## config.mk

```make
export PLATFORM = sky130hd
export DESIGN_NAME = muon_layer_pattern_finder
export DESIGN_NICKNAME = d
export VERILOG_FILES = /design/src/rtl/mlpf_pkg.sv /design/src/rtl/mlpf_cfg_regs.sv /design/src/rtl/mlpf_layer_count.sv /design/src/rtl/mlpf_crossing_ctr.sv /design/src/rtl/muon_layer_pattern_finder.sv
export VERILOG_INCLUDE_DIRS = /design/src /design/src/rtl
export SDC_FILE = /design/constraint.sdc
export NUM_CORES = 1
export LEC_CHECK = 0
export BUFFER_PORTS_ARGS = -buffer_cell sky130_fd_sc_hd__buf_2
export CAP_MARGIN = 20
export CORE_UTILIZATION = 30
export DETAILED_ROUTE_END_ITERATION = 16
export GPL_TIMING_DRIVEN = 0
export PLACE_DENSITY = 0.45
export SLEW_MARGIN = 20
export SYNTH_ARGS = -nofsm -noshare
export SYNTH_HDL_FRONTEND = slang
export SYNTH_SLANG_ARGS = --single-unit
```

## constraint.sdc

```tcl
create_clock -name clk -period 9.9 [get_ports clk]
set_input_delay 0.495 -clock clk [delete_from_list [all_inputs] [get_ports clk]]
set_output_delay 0.495 -clock clk [all_outputs]
set_load 0.01 [all_outputs]
```

## src/rtl/assert_macros.svh

```systemverilog
// Assertion helpers for the pattern finder RTL.
`ifndef ASSERT_MACROS_SVH
`define ASSERT_MACROS_SVH

// Checked on every rising clock edge outside of reset.
`define MLPF_ASSERT(lbl, prop, msg) \
  lbl: assert property (@(posedge clk) disable iff (rst) prop) else $error(msg);

// Checked on every rising clock edge, reset included.
`define MLPF_ASSERT_ALWAYS(lbl, prop, msg) \
  lbl: assert property (@(posedge clk) prop) else $error(msg);

`endif

```

## src/rtl/mlpf_pkg.sv

```systemverilog
package mlpf_pkg;

  localparam int CfgDataWidth = 28;
  localparam int MaskWidth    = 14;

  localparam logic [2:0] CNT_MAX     = 3'd7;
  localparam logic [2:0] QUAL_OFFSET = 3'd3;

  typedef enum logic [2:0] {
    CFG_COLLISION_MASK = 3'd0,
    CFG_DRIFT_TIME     = 3'd1,
    CFG_COLL_PRETRIG   = 3'd2,
    CFG_COLL_TRIG      = 3'd3,
    CFG_ACC_PRETRIG    = 3'd4,
    CFG_ACC_TRIG       = 3'd5,
    CFG_TRIGGER_MODE   = 3'd6,
    CFG_MIRROR         = 3'd7
  } cfg_index_t;

  typedef enum logic [1:0] {
    MODE_BOTH      = 2'd0,
    MODE_KILL_COLL = 2'd1,
    MODE_KILL_ACC  = 2'd2,
    MODE_ACC_VETO  = 2'd3
  } trig_mode_t;

  typedef struct packed {
    logic [2*MaskWidth-1:0] collision_mask;
    logic [2:0]             drift_time;
    logic [2:0]             coll_pretrig;
    logic [2:0]             coll_trig;
    logic [2:0]             acc_pretrig_level;
    logic [2:0]             acc_trig_level;
    trig_mode_t             trigger_mode;
    logic                   mirror;
  } cfg_t;

  typedef struct packed {
    logic [2:0] l0;
    logic [1:0] l1;
    logic       l2;
    logic [1:0] l3;
    logic [2:0] l4;
    logic [2:0] l5;
  } hits_t;

  typedef struct packed {
    logic [2:0] coll_a;
    logic [2:0] coll_b;
    logic [2:0] acc;
  } counts_t;

  // Layer count minus the offset, floored at zero.
  function automatic logic [1:0] quality(input logic [2:0] n);
    logic [2:0] d;
    d = n - QUAL_OFFSET;
    return (n >= QUAL_OFFSET) ? d[1:0] : 2'd0;
  endfunction

endpackage

```

## src/rtl/mlpf_cfg_regs.sv

```systemverilog
module mlpf_cfg_regs (
  input  logic                               clk,
  input  logic                               rst,
  input  logic                               cfg_we,
  input  logic [2:0]                         cfg_index,
  input  logic [mlpf_pkg::CfgDataWidth-1:0]  cfg_data,
  output mlpf_pkg::cfg_t                     cfg
);
  import mlpf_pkg::*;

  always_ff @(posedge clk) begin
    if (rst) begin
      cfg.collision_mask    <= '1;
      cfg.drift_time        <= 3'd0;
      cfg.coll_pretrig      <= 3'd2;
      cfg.coll_trig         <= 3'd4;
      cfg.acc_pretrig_level <= 3'd2;
      cfg.acc_trig_level    <= 3'd4;
      cfg.trigger_mode      <= MODE_BOTH;
      cfg.mirror            <= 1'b0;
    end else if (cfg_we) begin
      unique case (cfg_index_t'(cfg_index))
        CFG_COLLISION_MASK: cfg.collision_mask    <= cfg_data[2*MaskWidth-1:0];
        CFG_DRIFT_TIME:     cfg.drift_time        <= cfg_data[2:0];
        CFG_COLL_PRETRIG:   cfg.coll_pretrig      <= cfg_data[2:0];
        CFG_COLL_TRIG:      cfg.coll_trig         <= cfg_data[2:0];
        CFG_ACC_PRETRIG:    cfg.acc_pretrig_level <= cfg_data[2:0];
        CFG_ACC_TRIG:       cfg.acc_trig_level    <= cfg_data[2:0];
        CFG_TRIGGER_MODE:   cfg.trigger_mode      <= trig_mode_t'(cfg_data[1:0]);
        CFG_MIRROR:         cfg.mirror            <= cfg_data[0];
        default:            cfg.mirror            <= cfg.mirror;
      endcase
    end
  end

endmodule

```

## src/rtl/mlpf_layer_count.sv

```systemverilog
module mlpf_layer_count (
  input  mlpf_pkg::hits_t                     hits,
  input  logic [2*mlpf_pkg::MaskWidth-1:0]    collision_mask,
  input  logic                                mirror,
  output mlpf_pkg::counts_t                   counts
);
  import mlpf_pkg::*;

  // A layer counts when any of its unmasked hit bits is set.
  function automatic logic [2:0] coll_count(input hits_t h, input logic [MaskWidth-1:0] m);
    logic [5:0] lay;
    lay[0] = |(h.l0 & m[2:0]);
    lay[1] = |(h.l1 & m[4:3]);
    lay[2] = h.l2 & m[5];
    lay[3] = |(h.l3 & m[7:6]);
    lay[4] = |(h.l4 & m[10:8]);
    lay[5] = |(h.l5 & m[13:11]);
    return {2'b0, lay[0]} + {2'b0, lay[1]} + {2'b0, lay[2]} +
           {2'b0, lay[3]} + {2'b0, lay[4]} + {2'b0, lay[5]};
  endfunction

  logic [5:0] acc_bits;

  always_comb begin
    if (mirror) begin
      acc_bits = {hits.l5[2], hits.l4[2], hits.l3[1], hits.l2, hits.l1[0], hits.l0[0]};
    end else begin
      acc_bits = {hits.l5[0], hits.l4[0], hits.l3[0], hits.l2, hits.l1[1], hits.l0[2]};
    end
  end

  assign counts.coll_a = coll_count(hits, collision_mask[MaskWidth-1:0]);
  assign counts.coll_b = coll_count(hits, collision_mask[2*MaskWidth-1:MaskWidth]);
  assign counts.acc    = {2'b0, acc_bits[0]} + {2'b0, acc_bits[1]} + {2'b0, acc_bits[2]} +
                         {2'b0, acc_bits[3]} + {2'b0, acc_bits[4]} + {2'b0, acc_bits[5]};

endmodule

```

## src/rtl/mlpf_crossing_ctr.sv

```systemverilog
module mlpf_crossing_ctr (
  input  logic       clk,
  input  logic       rst,
  input  logic       advance,
  input  logic [2:0] count,
  input  logic [2:0] pretrig,
  input  logic [2:0] trig,
  input  logic [2:0] drift_time,
  input  logic       kill,
  output logic       found,
  output logic [2:0] ctr
);
  import mlpf_pkg::*;

  logic [2:0] ctr_next;

  // The flag looks at the counter as it stood before this crossing.
  assign found = (ctr == drift_time) && (count >= trig);

  always_comb begin
    if ((count < pretrig) || kill) begin
      ctr_next = 3'd0;
    end else if (ctr == CNT_MAX) begin
      ctr_next = CNT_MAX;
    end else begin
      ctr_next = ctr + 3'd1;
    end
  end

  always_ff @(posedge clk) begin
    if (rst) begin
      ctr <= 3'd0;
    end else if (advance) begin
      ctr <= ctr_next;
    end
  end

endmodule

```

## src/rtl/muon_layer_pattern_finder.sv

```systemverilog
// Muon layer pattern finder. Each request carries the hits of one bunch
// crossing on six detector layers and yields exactly one result: a quality
// and a valid flag for collision pattern A, collision pattern B and the
// accelerator pattern. The block is a two-register pipeline: the crossing is
// captured in an input register, the layer counts, counter compares and
// flags are formed in one short combinational step, and the result lands in
// an output register. It takes one request per clock cycle while the output
// is not stalled; a crossing moves on into the output register whenever that
// register is free. The three saturating crossing counters are updated in
// the same cycle that a crossing moves into the output register, which is
// what keeps the rate at one per cycle. When the output is stalled, one more
// request is still taken into the input register before in_stall rises.
// Configuration registers are written through cfg_we, cfg_index and cfg_data
// and should only be changed while no request is in flight.
module muon_layer_pattern_finder (
  input  logic                              clk,
  input  logic                              rst,
  // Configuration write port.
  input  logic                              cfg_we,
  input  logic [2:0]                        cfg_index,
  input  logic [mlpf_pkg::CfgDataWidth-1:0] cfg_data,
  // Input channel.
  input  logic                              in_valid,
  output logic                              in_stall,
  input  logic [2:0]                        layer0_hits,
  input  logic [1:0]                        layer1_hits,
  input  logic                              layer2_hit,
  input  logic [1:0]                        layer3_hits,
  input  logic [2:0]                        layer4_hits,
  input  logic [2:0]                        layer5_hits,
  // Output channel.
  output logic                              out_valid,
  input  logic                              out_stall,
  output logic [1:0]                        coll_a_quality,
  output logic                              coll_a_valid,
  output logic [1:0]                        coll_b_quality,
  output logic                              coll_b_valid,
  output logic [1:0]                        acc_quality,
  output logic                              acc_valid
);
  import mlpf_pkg::*;
  `include "assert_macros.svh"

  cfg_t       cfg;
  hits_t      s1_hits;
  logic       s1_valid;
  counts_t    counts;
  logic       out_free;
  logic       s1_move;
  logic       in_take;
  logic       found_a;
  logic       found_b;
  logic       found_acc;
  logic       veto;
  logic [2:0] ctr_a;
  logic [2:0] ctr_b;
  logic [2:0] ctr_acc;

  mlpf_cfg_regs u_cfg (
    .clk       (clk),
    .rst       (rst),
    .cfg_we    (cfg_we),
    .cfg_index (cfg_index),
    .cfg_data  (cfg_data),
    .cfg       (cfg)
  );

  // The output register can take a new result when it is empty or when its
  // current result is being taken in this cycle.
  assign out_free = !out_valid || !out_stall;
  assign s1_move  = s1_valid && out_free;
  assign in_stall = s1_valid && !out_free;
  assign in_take  = in_valid && !in_stall;

  always_ff @(posedge clk) begin
    if (rst) begin
      s1_valid <= 1'b0;
    end else if (in_take) begin
      s1_valid <= 1'b1;
    end else if (s1_move) begin
      s1_valid <= 1'b0;
    end
  end

  always_ff @(posedge clk) begin
    if (in_take) begin
      s1_hits <= '{l0: layer0_hits, l1: layer1_hits, l2: layer2_hit,
                   l3: layer3_hits, l4: layer4_hits, l5: layer5_hits};
    end
  end

  mlpf_layer_count u_count (
    .hits           (s1_hits),
    .collision_mask (cfg.collision_mask),
    .mirror         (cfg.mirror),
    .counts         (counts)
  );

  // One counter per pattern; each advances exactly once per crossing, as
  // the crossing leaves the input register.
  mlpf_crossing_ctr u_ctr_a (
    .clk        (clk),
    .rst        (rst),
    .advance    (s1_move),
    .count      (counts.coll_a),
    .pretrig    (cfg.coll_pretrig),
    .trig       (cfg.coll_trig),
    .drift_time (cfg.drift_time),
    .kill       (cfg.trigger_mode == MODE_KILL_COLL),
    .found      (found_a),
    .ctr        (ctr_a)
  );

  mlpf_crossing_ctr u_ctr_b (
    .clk        (clk),
    .rst        (rst),
    .advance    (s1_move),
    .count      (counts.coll_b),
    .pretrig    (cfg.coll_pretrig),
    .trig       (cfg.coll_trig),
    .drift_time (cfg.drift_time),
    .kill       (cfg.trigger_mode == MODE_KILL_COLL),
    .found      (found_b),
    .ctr        (ctr_b)
  );

  mlpf_crossing_ctr u_ctr_acc (
    .clk        (clk),
    .rst        (rst),
    .advance    (s1_move),
    .count      (counts.acc),
    .pretrig    (cfg.acc_pretrig_level),
    .trig       (cfg.acc_trig_level),
    .drift_time (cfg.drift_time),
    .kill       (cfg.trigger_mode == MODE_KILL_ACC),
    .found      (found_acc),
    .ctr        (ctr_acc)
  );

  // In veto mode an accelerator track suppresses both collision flags; the
  // collision qualities and counters are left alone.
  assign veto = (cfg.trigger_mode == MODE_ACC_VETO) && found_acc;

  always_ff @(posedge clk) begin
    if (rst) begin
      out_valid <= 1'b0;
    end else if (s1_move) begin
      out_valid <= 1'b1;
    end else if (!out_stall) begin
      out_valid <= 1'b0;
    end
  end

  always_ff @(posedge clk) begin
    if (s1_move) begin
      coll_a_quality <= quality(counts.coll_a);
      coll_a_valid   <= found_a && !veto;
      coll_b_quality <= quality(counts.coll_b);
      coll_b_valid   <= found_b && !veto;
      acc_quality    <= quality(counts.acc);
      acc_valid      <= found_acc;
    end
  end

  `MLPF_ASSERT(a_stall_needs_item, in_stall |-> s1_valid, "input stalled with empty pipeline")
  `MLPF_ASSERT(a_move_fills_out, s1_move |=> out_valid, "crossing lost on its way to output")
  `MLPF_ASSERT(a_acc_ctr_step,
               (ctr_acc == 3'd0) || (ctr_acc == $past(ctr_acc)) ||
               (ctr_acc == $past(ctr_acc) + 3'd1),
               "accelerator crossing counter jumped")
  `MLPF_ASSERT(a_coll_ctr_hold,
               !$past(s1_move) |-> (ctr_a == $past(ctr_a)) && (ctr_b == $past(ctr_b)),
               "collision counter moved without a crossing")

endmodule

```

* Yosys cells after proc, flatten, opt, wreduce, memory -nomap -nowiden
Index checks and enable logic that the tools add are counted.
Cells by class: bitwise logic cells 12, eq/ne operators 17, muxes and demuxes 11, reduce and logical (&&, ||, !) cells 38, magnitude comparators 9, $add $sub $neg 21
Operators with widths (number):
- $add 3x1->3 | 12
- $eq 3x3->1 const B | 7
- $and 3x3->3 | 6
- $mux 3 | 6
- $reduce_or 3->1 | 6
- $reduce_and 2->1 | 8
- $add 3x1->3 const B | 3
- $eq 3x3->1 | 3
- $ge 3x2->1 const B | 3
- $ge 3x3->1 | 3
- $logic_and 1x1->1 | 9
- $lt 3x3->1 | 3
- $and 2x2->2 | 4
- $reduce_or 2->1 | 4
- $add 1x1->2 | 3
- $eq 3x2->1 const B | 2
- $mux 6 | 1
- $sub 2x2->2 const B | 3
- $logic_not 1->1 | 5
- $eq 2x2->1 const B | 2
- $logic_or 1x1->1 | 4
- $mux 1 | 4
- $eq 3x1->1 const B | 1
- $logic_not 3->1 | 1
- other kinds (4) | 5
Storage, ports and cells: output and inout port bits 11, flip-flop bits (word level) 80, bits of input ports 50, word-level logic and storage cells 133

* Depth between registers and ports, before layout
Gate-level depths: netlist of the first run.
depth in word-level cells 11, mapped depth 13, gate-level depth less buffers 13

* Cells and area by module
Synthesis of the first run repeated with hierarchy kept, for this count alone.
Second synthesis, totals: cells, all modules 388, area, all modules 4147.7 µm²
Modules (own cells, without submodules):
- mlpf_cfg_regs | seq. area each 920.9 µm², instances 1, cells each 188, area an instance 1886.8 µm²
- mlpf_crossing_ctr | seq. area each 60.1 µm², instances 3, cells each 34, area an instance 305.3 µm²
- muon_layer_pattern_finder | seq. area each 730.7 µm², instances 1, cells each 53, area an instance 900.9 µm²
- mlpf_layer_count | seq. area each 0.0 µm², instances 1, cells each 45, area an instance 444.2 µm²

* Worst setup path after synthesis of the first run
No wires, ideal clock.
kind reg-to-reg, start reg u_cfg.cfg[0] (netlist name), end reg u_ctr_acc.ctr[0], buffers on the path 1, path slack 6.202 ns, cell stages (with the launch flop) 14, library setup time 0.065 ns, clock period less this slack 3.698 ns, data required time 9.835 ns, arrival 3.633 ns, path through dfxtp_1 > clkbuf_1 > mux2_2 > ha_1 > inv_1 > fa_1 > fa_1 > inv_1 > fa_1 > ha_1 > a21bo_2 > a221oi_1 > a22oi_1 > nor2_1
Between the ends: longest elaborated chain between the ends 9
Ends and longest elaborated chain:
- $mux 6 (*) | line mlpf_layer_count.sv:25 | if (mirror) begin
- $add 1x1->2 | line mlpf_layer_count.sv:34 | assign counts.acc = {2'b0, acc_bits[0]} + {2'b0, acc_bits[1]} + {2'b0, acc_bits[2]} +
- $add 3x1->3 (2 in a row) | line mlpf_layer_count.sv:34
- $add 3x1->3 | line mlpf_layer_count.sv:35 | {2'b0, acc_bits[3]} + {2'b0, acc_bits[4]} + {2'b0, acc_bits[5]};
- $add 3x1->3 (*) | line mlpf_layer_count.sv:35
- $lt 3x3->1 (*) | line mlpf_crossing_ctr.sv:21 | if ((count < pretrig) || kill) begin
- $logic_or 1x1->1 (*) | line mlpf_crossing_ctr.sv:21
- $mux 3 (*) | line mlpf_crossing_ctr.sv:21
- to (signal assigned) | line mlpf_crossing_ctr.sv:34 | ctr <= ctr_next;
- to (decl) | line mlpf_crossing_ctr.sv:11 | output logic [2:0] ctr
Every way passes the cells marked *; elsewhere a longest branch is shown, timed or not. A chain may end at the register's enable or synchronous reset.

* Worst setup path after layout of the first run
start reg u_cfg.cfg[0] (netlist name), end reg u_ctr_acc.ctr[0]
Between the ends: longest elaborated chain between the ends 9
Ends and longest elaborated chain (line):
- $mux 6 (*) | mlpf_layer_count.sv:25
- $add 1x1->2 | mlpf_layer_count.sv:34
- $add 3x1->3 (2 in a row) | mlpf_layer_count.sv:34
- $add 3x1->3 | mlpf_layer_count.sv:35
- $add 3x1->3 (*) | mlpf_layer_count.sv:35
- $lt 3x3->1 (*) | mlpf_crossing_ctr.sv:21
- $logic_or 1x1->1 (*) | mlpf_crossing_ctr.sv:21
- $mux 3 (*) | mlpf_crossing_ctr.sv:21
Marked as above.

==> flow_summary.json, run 1 <==
{
  "first_pass_iters": 4,
  "synth_top_family_by_area": "compound AO/OA/AOI/OAI gates",
  "max_freq_mhz": 238,
  "wl_per_cell_um": 15.0,
  "hold_class": "in2reg",
  "rows": 41,
  "status": "finished clean",
  "vdd_drop_max_mv": 0.0819,
  "ant_nets": 0,
  "max_slew_margin_pct": 45.1,
  "fin_tns_setup_ps": 0,
  "grt_setup_unrepaired": "no",
  "clockBufferDepth": 2,
  "setup_ws_ps": 5700,
  "antenna_found_initial": 0,
  "ys_seq_area_share_pct": 47.4,
  "syn_nets": 440,
  "slowest_stage": "a221oi_1",
  "io_buffers": 58,
  "path_cells": "clkbuf_1, mux2_2, ha_1, inv_1, fa_1, fa_1, inv_1, fa_1, ha_1, a21bo_2, a221oi_1, a22oi_1, nor2_1",
  "finalCriticalPeriod_ps": 4200,
  "htreeDepth": 3,
  "async_flop_share_pct": 0,
  "clock-root-buffer": "clkbuf_16",
  "crit_fanout": 6,
  "cts_resized": 0,
  "regArea_um2": 1830,
  "clkTransAtPathRegs_ps": 60,
  "synth.area.mux_share_pct": 7.58,
  "cts_tree": "built",
  "ys_ff_latch": 80,
  "start_kind": "register",
  "antenna_cells": 0,
  "cts_buffers": 9,
  "grt_pass1_wl_um": 15200,
  "maxCapViolCount": 0,
  "globalRouteTotalUtil_pct": 15.5,
  "synthAdderAreaFrac_pct": 12.4,
  "syn-mean-instance-area_um2": 10.8,
  "fin_nets": 509,
  "yosysTopAreaCell": "dfxtp_1",
  "synthDistinctLibCells": 40,
  "synth_ff_type": "dfxtp_1",
  "drt_iter0_markers": 70,
  "yosys_warnings": 0,
  "path_class": "reg2reg",
  "path_common_cell": "fa_1",
  "instances_no_fill": 603,
  "skew_ps": 6.13,
  "drt_wl_total_um": 9040,
  "fillerInstances": 1297,
  "num_vias": 2812,
  "maxSlewViolCount": 0,
  "die_area_um2": 13300,
  "fin_crit_sh_pct": 42.5,
  "arrival_ps": 4480,
  "hold_viol": 0,
  "gp_congestion": 0.744,
  "place_inst": 587,
  "chipHeight_um": 115,
  "drive_above_1_share_pct": 20.0,
  "start_util_pct": 30.7,
  "dp_hpwl_um": 6970,
  "setup_violations": 0,
  "io_pins": 61,
  "grt_pass1_vias": 2946,
  "power.density_nw_per_um2": 185,
  "core_area_um2": 12600,
  "vias_per_cell": 4.66,
  "drc_errors": 0,
  "multiInputGateArea_um2": 1860,
  "syn_to_final_growth_pct": 20.9,
  "syn_inst": 357,
  "synth_edf_count": 23,
  "ctsHoldBuffers": 0,
  "cts_setup_buffers": 0,
  "grt_remaining_overflow": 0,
  "ys_top_cells_by_area": "dfxtp_1, edfxtp_1, ha_1",
  "synth_top_area_share_pct": 29.5,
  "clock_latency_ps": 340,
  "grt_start_max_net_pins": 15,
  "place_ws_ps": 5670,
  "leakage_uw": 0.00191,
  "synth_xor_area_share_pct": 2.04,
  "synth_simple_gate_area_share_pct": 13.0,
  "cp.required_ps": 10180,
  "slowest_delay_ps": 560,
  "holdWs_ps": 322,
  "endpoint_kind": "register",
  "clock-sinks": 80,
  "tightest_slew_ps": 822,
  "synth_area_um2": 3860,
  "synth_compound_area_share_pct": 13.1,
  "dieWidth_um": 115
}
## metrics by stage
step / instance area (um^2) / utilization, % / power [uW]
floorplan: 3860 / - / 485
global placement: 4370 / 34.8 / 537
detailed placement: 4370 / 34.8 / 541
CTS: 4670 / 37.1 / 876
global route: 4670 / 37.1 / 919
finish: 4670 / 37.1 / 863
## cell usage in the layout (no fill, tap or decap), types with 2 or more instances in the layout
cell type and count:
nor3b_1 2, nand3_1 2, dfxtp_1 57, a22oi_1 5
inv_1 27, clkinv_2 2, a21oi_1 14, clkinv_4 2
fa_1 9, o21ai_0 2, nand2_1 20, a21bo_2 3
a211o_1 18, nor3_1 5, a31oi_1 2, a222oi_1 6
and2b_1 2, edfxtp_1 23, a211oi_1 2, clkinvlp_4 2
o211ai_1 4, xnor2_1 9, clkbuf_1 9, a22o_1 4
mux2_2 2, nor2_1 41, nand4b_1 3, mux2i_1 27
ha_1 24, clkbuf_16 9, nor2b_1 20, o2111ai_1 2
buf_2 59
## critical path: cells and delay by family (launching register included)
| family | cells | cell delay (ps) |
|---|---|---|
| flops | 1 | 300 |
| simple gates | 1 | 110 |
| compound gates | 3 | 910 |
| fa+ha+maj | 5 | 1970 |
| buf+inv | 3 | 440 |
| mux | 1 | 400 |
## synth_stat cells, types with 2 or more instances
cell,instances
a211oi_1,2
o21ai_0,2
and2b_1,2
o211ai_1,4
nand2_1,20
mux2i_1,27
a22oi_1,5
a21oi_1,14
a211o_1,18
a22o_1,4
nand3_1,2
clkbuf_1,9
a222oi_1,6
edfxtp_1,23
a31oi_1,2
mux2_2,2
nor3_1,5
o2111ai_1,2
ha_1,24
xnor2_1,9
nor2b_1,21
nand4b_1,3
fa_1,9
nor2_1,41
nor3b_1,2
a21bo_2,3
dfxtp_1,57
inv_1,27
## state kept, by name (all words and copies together) (netlist names), 2 cells and up
register / flops
acc_quality: 2
coll_a_quality: 2
coll_b_quality: 2
s1_hits: 14
u_cfg.cfg: 46
u_ctr_a.ctr: 3
u_ctr_acc.ctr: 3
u_ctr_b.ctr: 3
## area by class of cell
class	instances	share of cell area [%]
Inverter	27	2.17
Timing Repair Buffer	58	6.22
Clock buffer	9	4.82
Tap cell	172	4.61
Clock inverter	7	1.55
Buffer	13	1.55
Sequential cell	80	39.2
Multi-Input combinational cell	237	39.8
## where the power goes
part / internal, uW / switching, uW
sequential: 360 / 9.75
clock: 195 / 138
combinational: 72.6 / 87.4
total: 628 / 236
## worst paths after layout
path                                                  from                             to  slack, ps  cells after the start
worst max register to register   u_cfg.cfg[0]$_SDFFE_PP0P_  u_ctr_acc.ctr[0]$_SDFFE_PP0P_       5700                     13
worst min-delay path                        layer5_hits[2]           s1_hits[2]$_DFFE_PP_        320                      1
worst min register to register  u_cfg.cfg[20]$_SDFFE_PP1P_     u_cfg.cfg[20]$_SDFFE_PP1P_        480                      2
worst max-delay path             u_cfg.cfg[0]$_SDFFE_PP0P_  u_ctr_acc.ctr[0]$_SDFFE_PP0P_       5700                     13
## metal layers
layer	GRT usage, %	wire length, um	up-vias
li1	-	-	1407
met5	0	0	-
met3	3.40	370	14
met1	19.4	4210	1333
met4	7.97	221	0
met2	25.3	4240	58
## cells by family after synthesis
| family | Yosys count |
|---|---|
| xor+xnor | 9 |
| mux | 29 |
| simple gates | 101 |
| fa+ha+maj | 33 |
| compound gates | 65 |
| flops | 80 |
| buf+inv | 40 |
Note: power is estimated with default switching activity, not from simulation.
==> inputs of run 2 (changes only) <==
PLACE_DENSITY = 0.46   (was 0.45)
clock period = 3.75 ns   (was 9.9 ns; I/O delays follow)
==> flow_summary.json, run 2 (same netlist as run 1, synthesis figures left out) <==
{
  "status": "finished clean",
  "syn_to_final_growth_pct": 26.4,
  "clkTransAtPathRegs_ps": 60,
  "grt_start_max_net_pins": 15,
  "num_vias": 2774,
  "path_class": "reg2reg",
  "first_pass_iters": 4,
  "ctsHoldBuffers": 0,
  "grt_pass1_vias": 2759,
  "crit_start": "s1_hits[13]$_DFFE_PP_",
  "crit_fanout": 3,
  "drc_errors": 0,
  "clockBufferDepth": 2,
  "die_area_um2": 13300,
  "core_area_um2": 12600,
  "cts_tree": "built",
  "maxCapViolCount": 0,
  "io_buffers": 58,
  "gp_congestion": 0.763,
  "chipHeight_um": 115,
  "clock-root-buffer": "clkbuf_16",
  "power.density_nw_per_um2": 504,
  "cp.required_ps": 4030,
  "fin_nets": 511,
  "final_common_cell": "buf_2",
  "dp_hpwl_um": 6890,
  "vias_per_cell": 4.59,
  "multiInputGateArea_um2": 2020,
  "setup_violations": 0,
  "wl_per_cell_um": 14.9,
  "fin_crit_sh_pct": 97.1,
  "path_cells": "buf_4, a222oi_1, inv_1, ha_4, fa_1, inv_2, fa_2, inv_2, fa_2, ha_4, a21bo_4, a211oi_4, a22oi_1, nor2_1",
  "io_pins": 61,
  "top_register": "u_cfg.cfg",
  "endpoint_kind": "register",
  "drt_wl_total_um": 9000,
  "grt_pass1_wl_um": 14300,
  "grt_remaining_overflow": 0,
  "clock_latency_ps": 350,
  "drive_above_1_share_pct": 25.9,
  "start_kind": "register",
  "maxSlewViolCount": 0,
  "final_cell_mix": "buf_2, dfxtp_1, nor2_1, mux2i_1, edfxtp_1",
  "arrival_ps": 3920,
  "clock-sinks": 80,
  "tightest_slew_ps": 783,
  "regArea_um2": 1840,
  "largest_reg_flops": 46,
  "worstReg2RegStart": "s1_hits[13]$_DFFE_PP_",
  "skew_ps": 9.53,
  "drt_iter0_markers": 120,
  "max_slew_margin_pct": 47.5,
  "postLayoutCoreUtil_pct": 38.8,
  "hold_class": "in2reg",
  "vdd_drop_max_mv": 0.258,
  "start_util_pct": 30.7,
  "leakage_uw": 0.00196,
  "top_regs": "u_cfg.cfg (46), s1_hits (14)",
  "min_from": "layer5_hits[0]",
  "rows": 41,
  "cts_buffers": 9,
  "dieWidth_um": 115,
  "globalRouteTotalUtil_pct": 14.7,
  "grt_setup_unrepaired": "yes",
  "slowest_stage": "fa_1",
  "ant_nets": 0,
  "antenna_cells": 0,
  "fillerInstances": 1239,
  "htreeDepth": 3,
  "max_freq_mhz": 274,
  "finalPower_uw": 2460,
  "slowest_delay_ps": 510,
  "hold_viol": 0,
  "finalCriticalPeriod_ps": 3640,
  "antenna_found_initial": 0
}
## run 2: cell count changes in the layout (fill, tap and decap cells not counted), sizes merged
cell,change
clkinvlp,-2
buf,+3
clkinv,-1
bufinv,+1
## run 2: repair_timing
item / 4_1_cts / 5_1_grt
pin swaps: 13 / 19
setup buffers: 0 / 3
gates cloned: 0 / 0
endpoints found under the setup margin: 11 / 11
gates resized for setup: 15 / 17
## run 2: layout make-up
type	count	share of cell area (%)
clock buffers	10	5.13
clock inverters	5	1.61
flip-flops and latches	80	37.6
multi-input cells	237	41.3
inverters	27	2.08
repair buffers	61	6.41
well taps	172	4.41
plain buffers	12	1.41
## run 2: worst paths after layout
kind | to | slack [ps] | cells after the start
worst max-delay path | u_ctr_a.ctr[1]$_SDFFE_PP0P_ | 110 | 14
worst max register to register | u_ctr_a.ctr[1]$_SDFFE_PP0P_ | 110 | 14
worst min register to register | u_cfg.cfg[20]$_SDFFE_PP1P_ | 480 | 2
worst min-delay path | s1_hits[0]$_DFFE_PP_ | 10 | 1
## run 2: per-layer routing
metal	global-route usage [%]	wire, um
met5	0	0
met4	5.97	158
met3	3.66	392
met2	24.0	4200
met1	18.6	4250
## run 2: stage by stage
stage / cells / TNS, ps / setup slack, ps / instance area (um^2) / hold WS (ps)
6_report: 604 / 0 / 107 / 4880 / 10.1
5_1_grt: 604 / -408 / -83.4 / 4880 / 4.90
4_1_cts: 601 / 0 / 5.10 / 4780 / 0.612
3_5_place_dp: 587 / -3190 / -523 / 4370 / 366
3_3_place_gp: 587 / -2830 / -453 / 4370 / 365
2_1_floorplan: 357 / 0 / 51.9 / 3860 / 286
## run 2: power breakdown
| part | internal, uW | switching [uW] | total (uW) | leakage, uW |
|---|---|---|---|---|
| clock network | 618 | 340 | 958 | 0.000163 |
| logic | 254 | 270 | 524 | 0.00111 |
| registers | 950 | 26.2 | 977 | 0.000687 |
| total | 1820 | 637 | 2460 | 0.00196 |
## run 2: critical path, delay by kind of cell, from the launching register on
kind	cells	cell delay [ps]
flip-flops	1	420
AO/OA/AOI/OAI	4	820
adder cells (fa/ha/maj)	5	1840
AND/OR/NAND/NOR	1	110
buffers and inverters	4	390
==> inputs of run 3 (changes only) <==
ABC_AREA = 1   (was unset)
==> flow_summary.json, run 3 <==
{
  "finalCriticalPeriod_ps": 3570,
  "globalRouteTotalUtil_pct": 14.9,
  "dp_hpwl_um": 6930,
  "worstReg2RegStart": "u_cfg.cfg[0]$_SDFFE_PP0P_",
  "drive_above_1_share_pct": 20.1,
  "synth_most_common_cell": "nand2_1",
  "start_kind": "register",
  "num_vias": 3113,
  "final_cell_mix": "nand2_1, buf_2, dfxtp_1, inv_1, nand3_1",
  "cp.required_ps": 3850,
  "clock-sinks": 80,
  "arrival_ps": 3670,
  "synth_common_cells": "nand2_1, dfxtp_1, inv_1",
  "max_freq_mhz": 280,
  "crit_end": "coll_b_valid$_DFFE_PP_",
  "path_class": "reg2reg",
  "syn_nets": 527,
  "largest_reg_flops": 46,
  "ys_ff_latch": 80,
  "gp_congestion": 0.778,
  "htreeDepth": 3,
  "hold_class": "in2reg",
  "wl_per_cell_um": 13.1,
  "fin_nets": 601,
  "vias_per_cell": 4.48,
  "cts_tree": "built",
  "first_pass_iters": 4,
  "drt_iter0_markers": 128,
  "synthDistinctLibCells": 29,
  "grt_pass1_wl_um": 14700,
  "clkTransAtPathRegs_ps": 60,
  "instances_no_fill": 695,
  "status": "finished clean",
  "top_regs": "u_cfg.cfg (46), s1_hits (14)",
  "hold_viol": 0,
  "die_area_um2": 13400,
  "syn_inst": 444,
  "crit_start": "u_cfg.cfg[0]$_SDFFE_PP0P_",
  "async_flop_share_pct": 0,
  "syn-mean-instance-area_um2": 8.73,
  "ant_nets": 0,
  "endpoint_kind": "register",
  "start_util_pct": 30.7,
  "rows": 41,
  "ys_top_cells_by_area": "dfxtp_1, edfxtp_1, nand2_1",
  "cts_buffers": 9,
  "syn_to_final_growth_pct": 23.5,
  "synth_area_um2": 3870,
  "ys_seq_area_share_pct": 47.3,
  "maxCapViolCount": 0,
  "chipHeight_um": 116,
  "setup_violations": 0,
  "top_register": "u_cfg.cfg",
  "dieWidth_um": 116,
  "clock_latency_ps": 340,
  "antenna_cells": 0,
  "r2r_end": "coll_b_valid$_DFFE_PP_",
  "place_inst": 676,
  "tightest_slew_ps": 669,
  "power.density_nw_per_um2": 506,
  "fin_tns_setup_ps": 0,
  "io_buffers": 60,
  "grt_pass1_vias": 3005,
  "drc_errors": 0,
  "io_pins": 61,
  "synth_ff_type": "dfxtp_1",
  "holdWs_ps": 16.8,
  "fin_area_um2": 4790,
  "grt_start_max_net_pins": 19,
  "core_area_um2": 12600,
  "vdd_drop_max_mv": 0.260,
  "leakage_uw": 0.00223,
  "yosysTopAreaCell": "dfxtp_1",
  "fin_crit_sh_pct": 95.3,
  "synth_top_area_share_pct": 29.4,
  "r2r_cells": 14,
  "dpl_cell_area_um2": 4390,
  "maxSlewViolCount": 0,
  "final_common_cell": "nand2_1",
  "antenna_found_initial": 0,
  "drt_wl_total_um": 9100,
  "clock-root-buffer": "clkbuf_16",
  "synth_edf_count": 23,
  "skew_ps": 5.68,
  "grt_remaining_overflow": 0,
  "crit_fanout": 5,
  "yosys_warnings": 0,
  "max_slew_margin_pct": 55.4,
  "clockBufferDepth": 2,
  "reg2reg_slack_ps": 180,
  "grt_setup_unrepaired": "no"
}
-- run 3: cell types whose count changed after synthesis, sizes merged, moves of 6 or more --
cell	previous run	this run
nand2	20	119
a21oi	14	21
buf	4	10
xnor2	9	3
nor3	6	0
nor2b	21	0
inv	27	50
nand3	2	44
mux2i	27	6
clkbuf	9	2
o21ai	2	18
a222oi	6	0
a211o	18	0
-- run 3: final cells by class --
cell class                      count  area, um^2
Multi-Input combinational cell    302        1800
Clock buffer                        9         225
Timing Repair Buffer               63         325
Fill cell                        1339        7830
Buffer                             12        97.6
Inverter                           50         190
Tap cell                          172         215
Sequential cell                    80        1830
Clock inverter                      7        95.1
-- run 3: worst max-delay path, cell delays in order (launching register included) --
cell     delay (ps)
dfxtp_2         320
buf_6           110
mux2_2          350
ha_1            270
inv_1            50
fa_1            520
fa_2            400
inv_2            70
fa_2            490
ha_4            300
nand3_1          80
nand3_2         120
nand3_4          90
nor2_4          120
nor2_1           50
-- run 3: cells by family (layout without fill, tap and decap cells) --
family / after synthesis / in the layout / share of synthesized area (%)
simple gates: 202 / 202 / 21.5
flops: 80 / 80 / 47.3
buf+inv: 62 / 141 / 7.27
compound gates: 56 / 56 / 8.75
fa+ha+maj: 33 / 33 / 12.4
mux: 8 / 8 / 2.13
xor+xnor: 3 / 3 / 0.678
-- run 3: worst min-delay path by stage --
stage,slack (ps),from,depth (start not counted),endpoint
after detailed placement,370,layer1_hits[0],1,s1_hits[9]$_DFFE_PP_
after CTS,2,layer1_hits[0],1,s1_hits[9]$_DFFE_PP_
after floorplan,260,rst,1,out_valid$_SDFFE_PP0P_
final,20,layer0_hits[0],1,s1_hits[11]$_DFFE_PP_
after global placement,360,layer2_hit,1,s1_hits[8]$_DFFE_PP_
after global routing,1,layer0_hits[2],1,s1_hits[13]$_DFFE_PP_
-- run 3: report_power, final --
group / internal [uW] / total (uW) / switching, uW
logic: 207 / 478 / 271
registers: 957 / 983 / 26.1
clock network: 584 / 958 / 373
total: 1750 / 2420 / 671
-- run 3: what timing repair did --
item	CTS	global route
gates resized for setup	2	10
setup buffers	0	2
endpoints found under the hold margin	0	1
setup endpoints to repair	2	2
pin swaps	0	4
hold buffers	0	1
-- run 3: metrics by stage --
step,setup slack (ps),util [%],power [uW]
final,177,37.9,2420
after global routing,29.3,37.9,2580
after CTS,2.98,37.4,2440
after detailed placement,-47.1,34.8,1470
after global placement,-6.46,34.8,1450
after floorplan,328,-,1310
-- run 3: routing by layer --
layer  vias to the layer above  track usage [%]  part of all wire, %
met4                         0             5.56                  1.9
met2                        60             24.9                   48
met1                      1431             18.6                   47
met5                         -                0                    0
met3                        15             3.82                  3.4
li1                       1607                -                    -
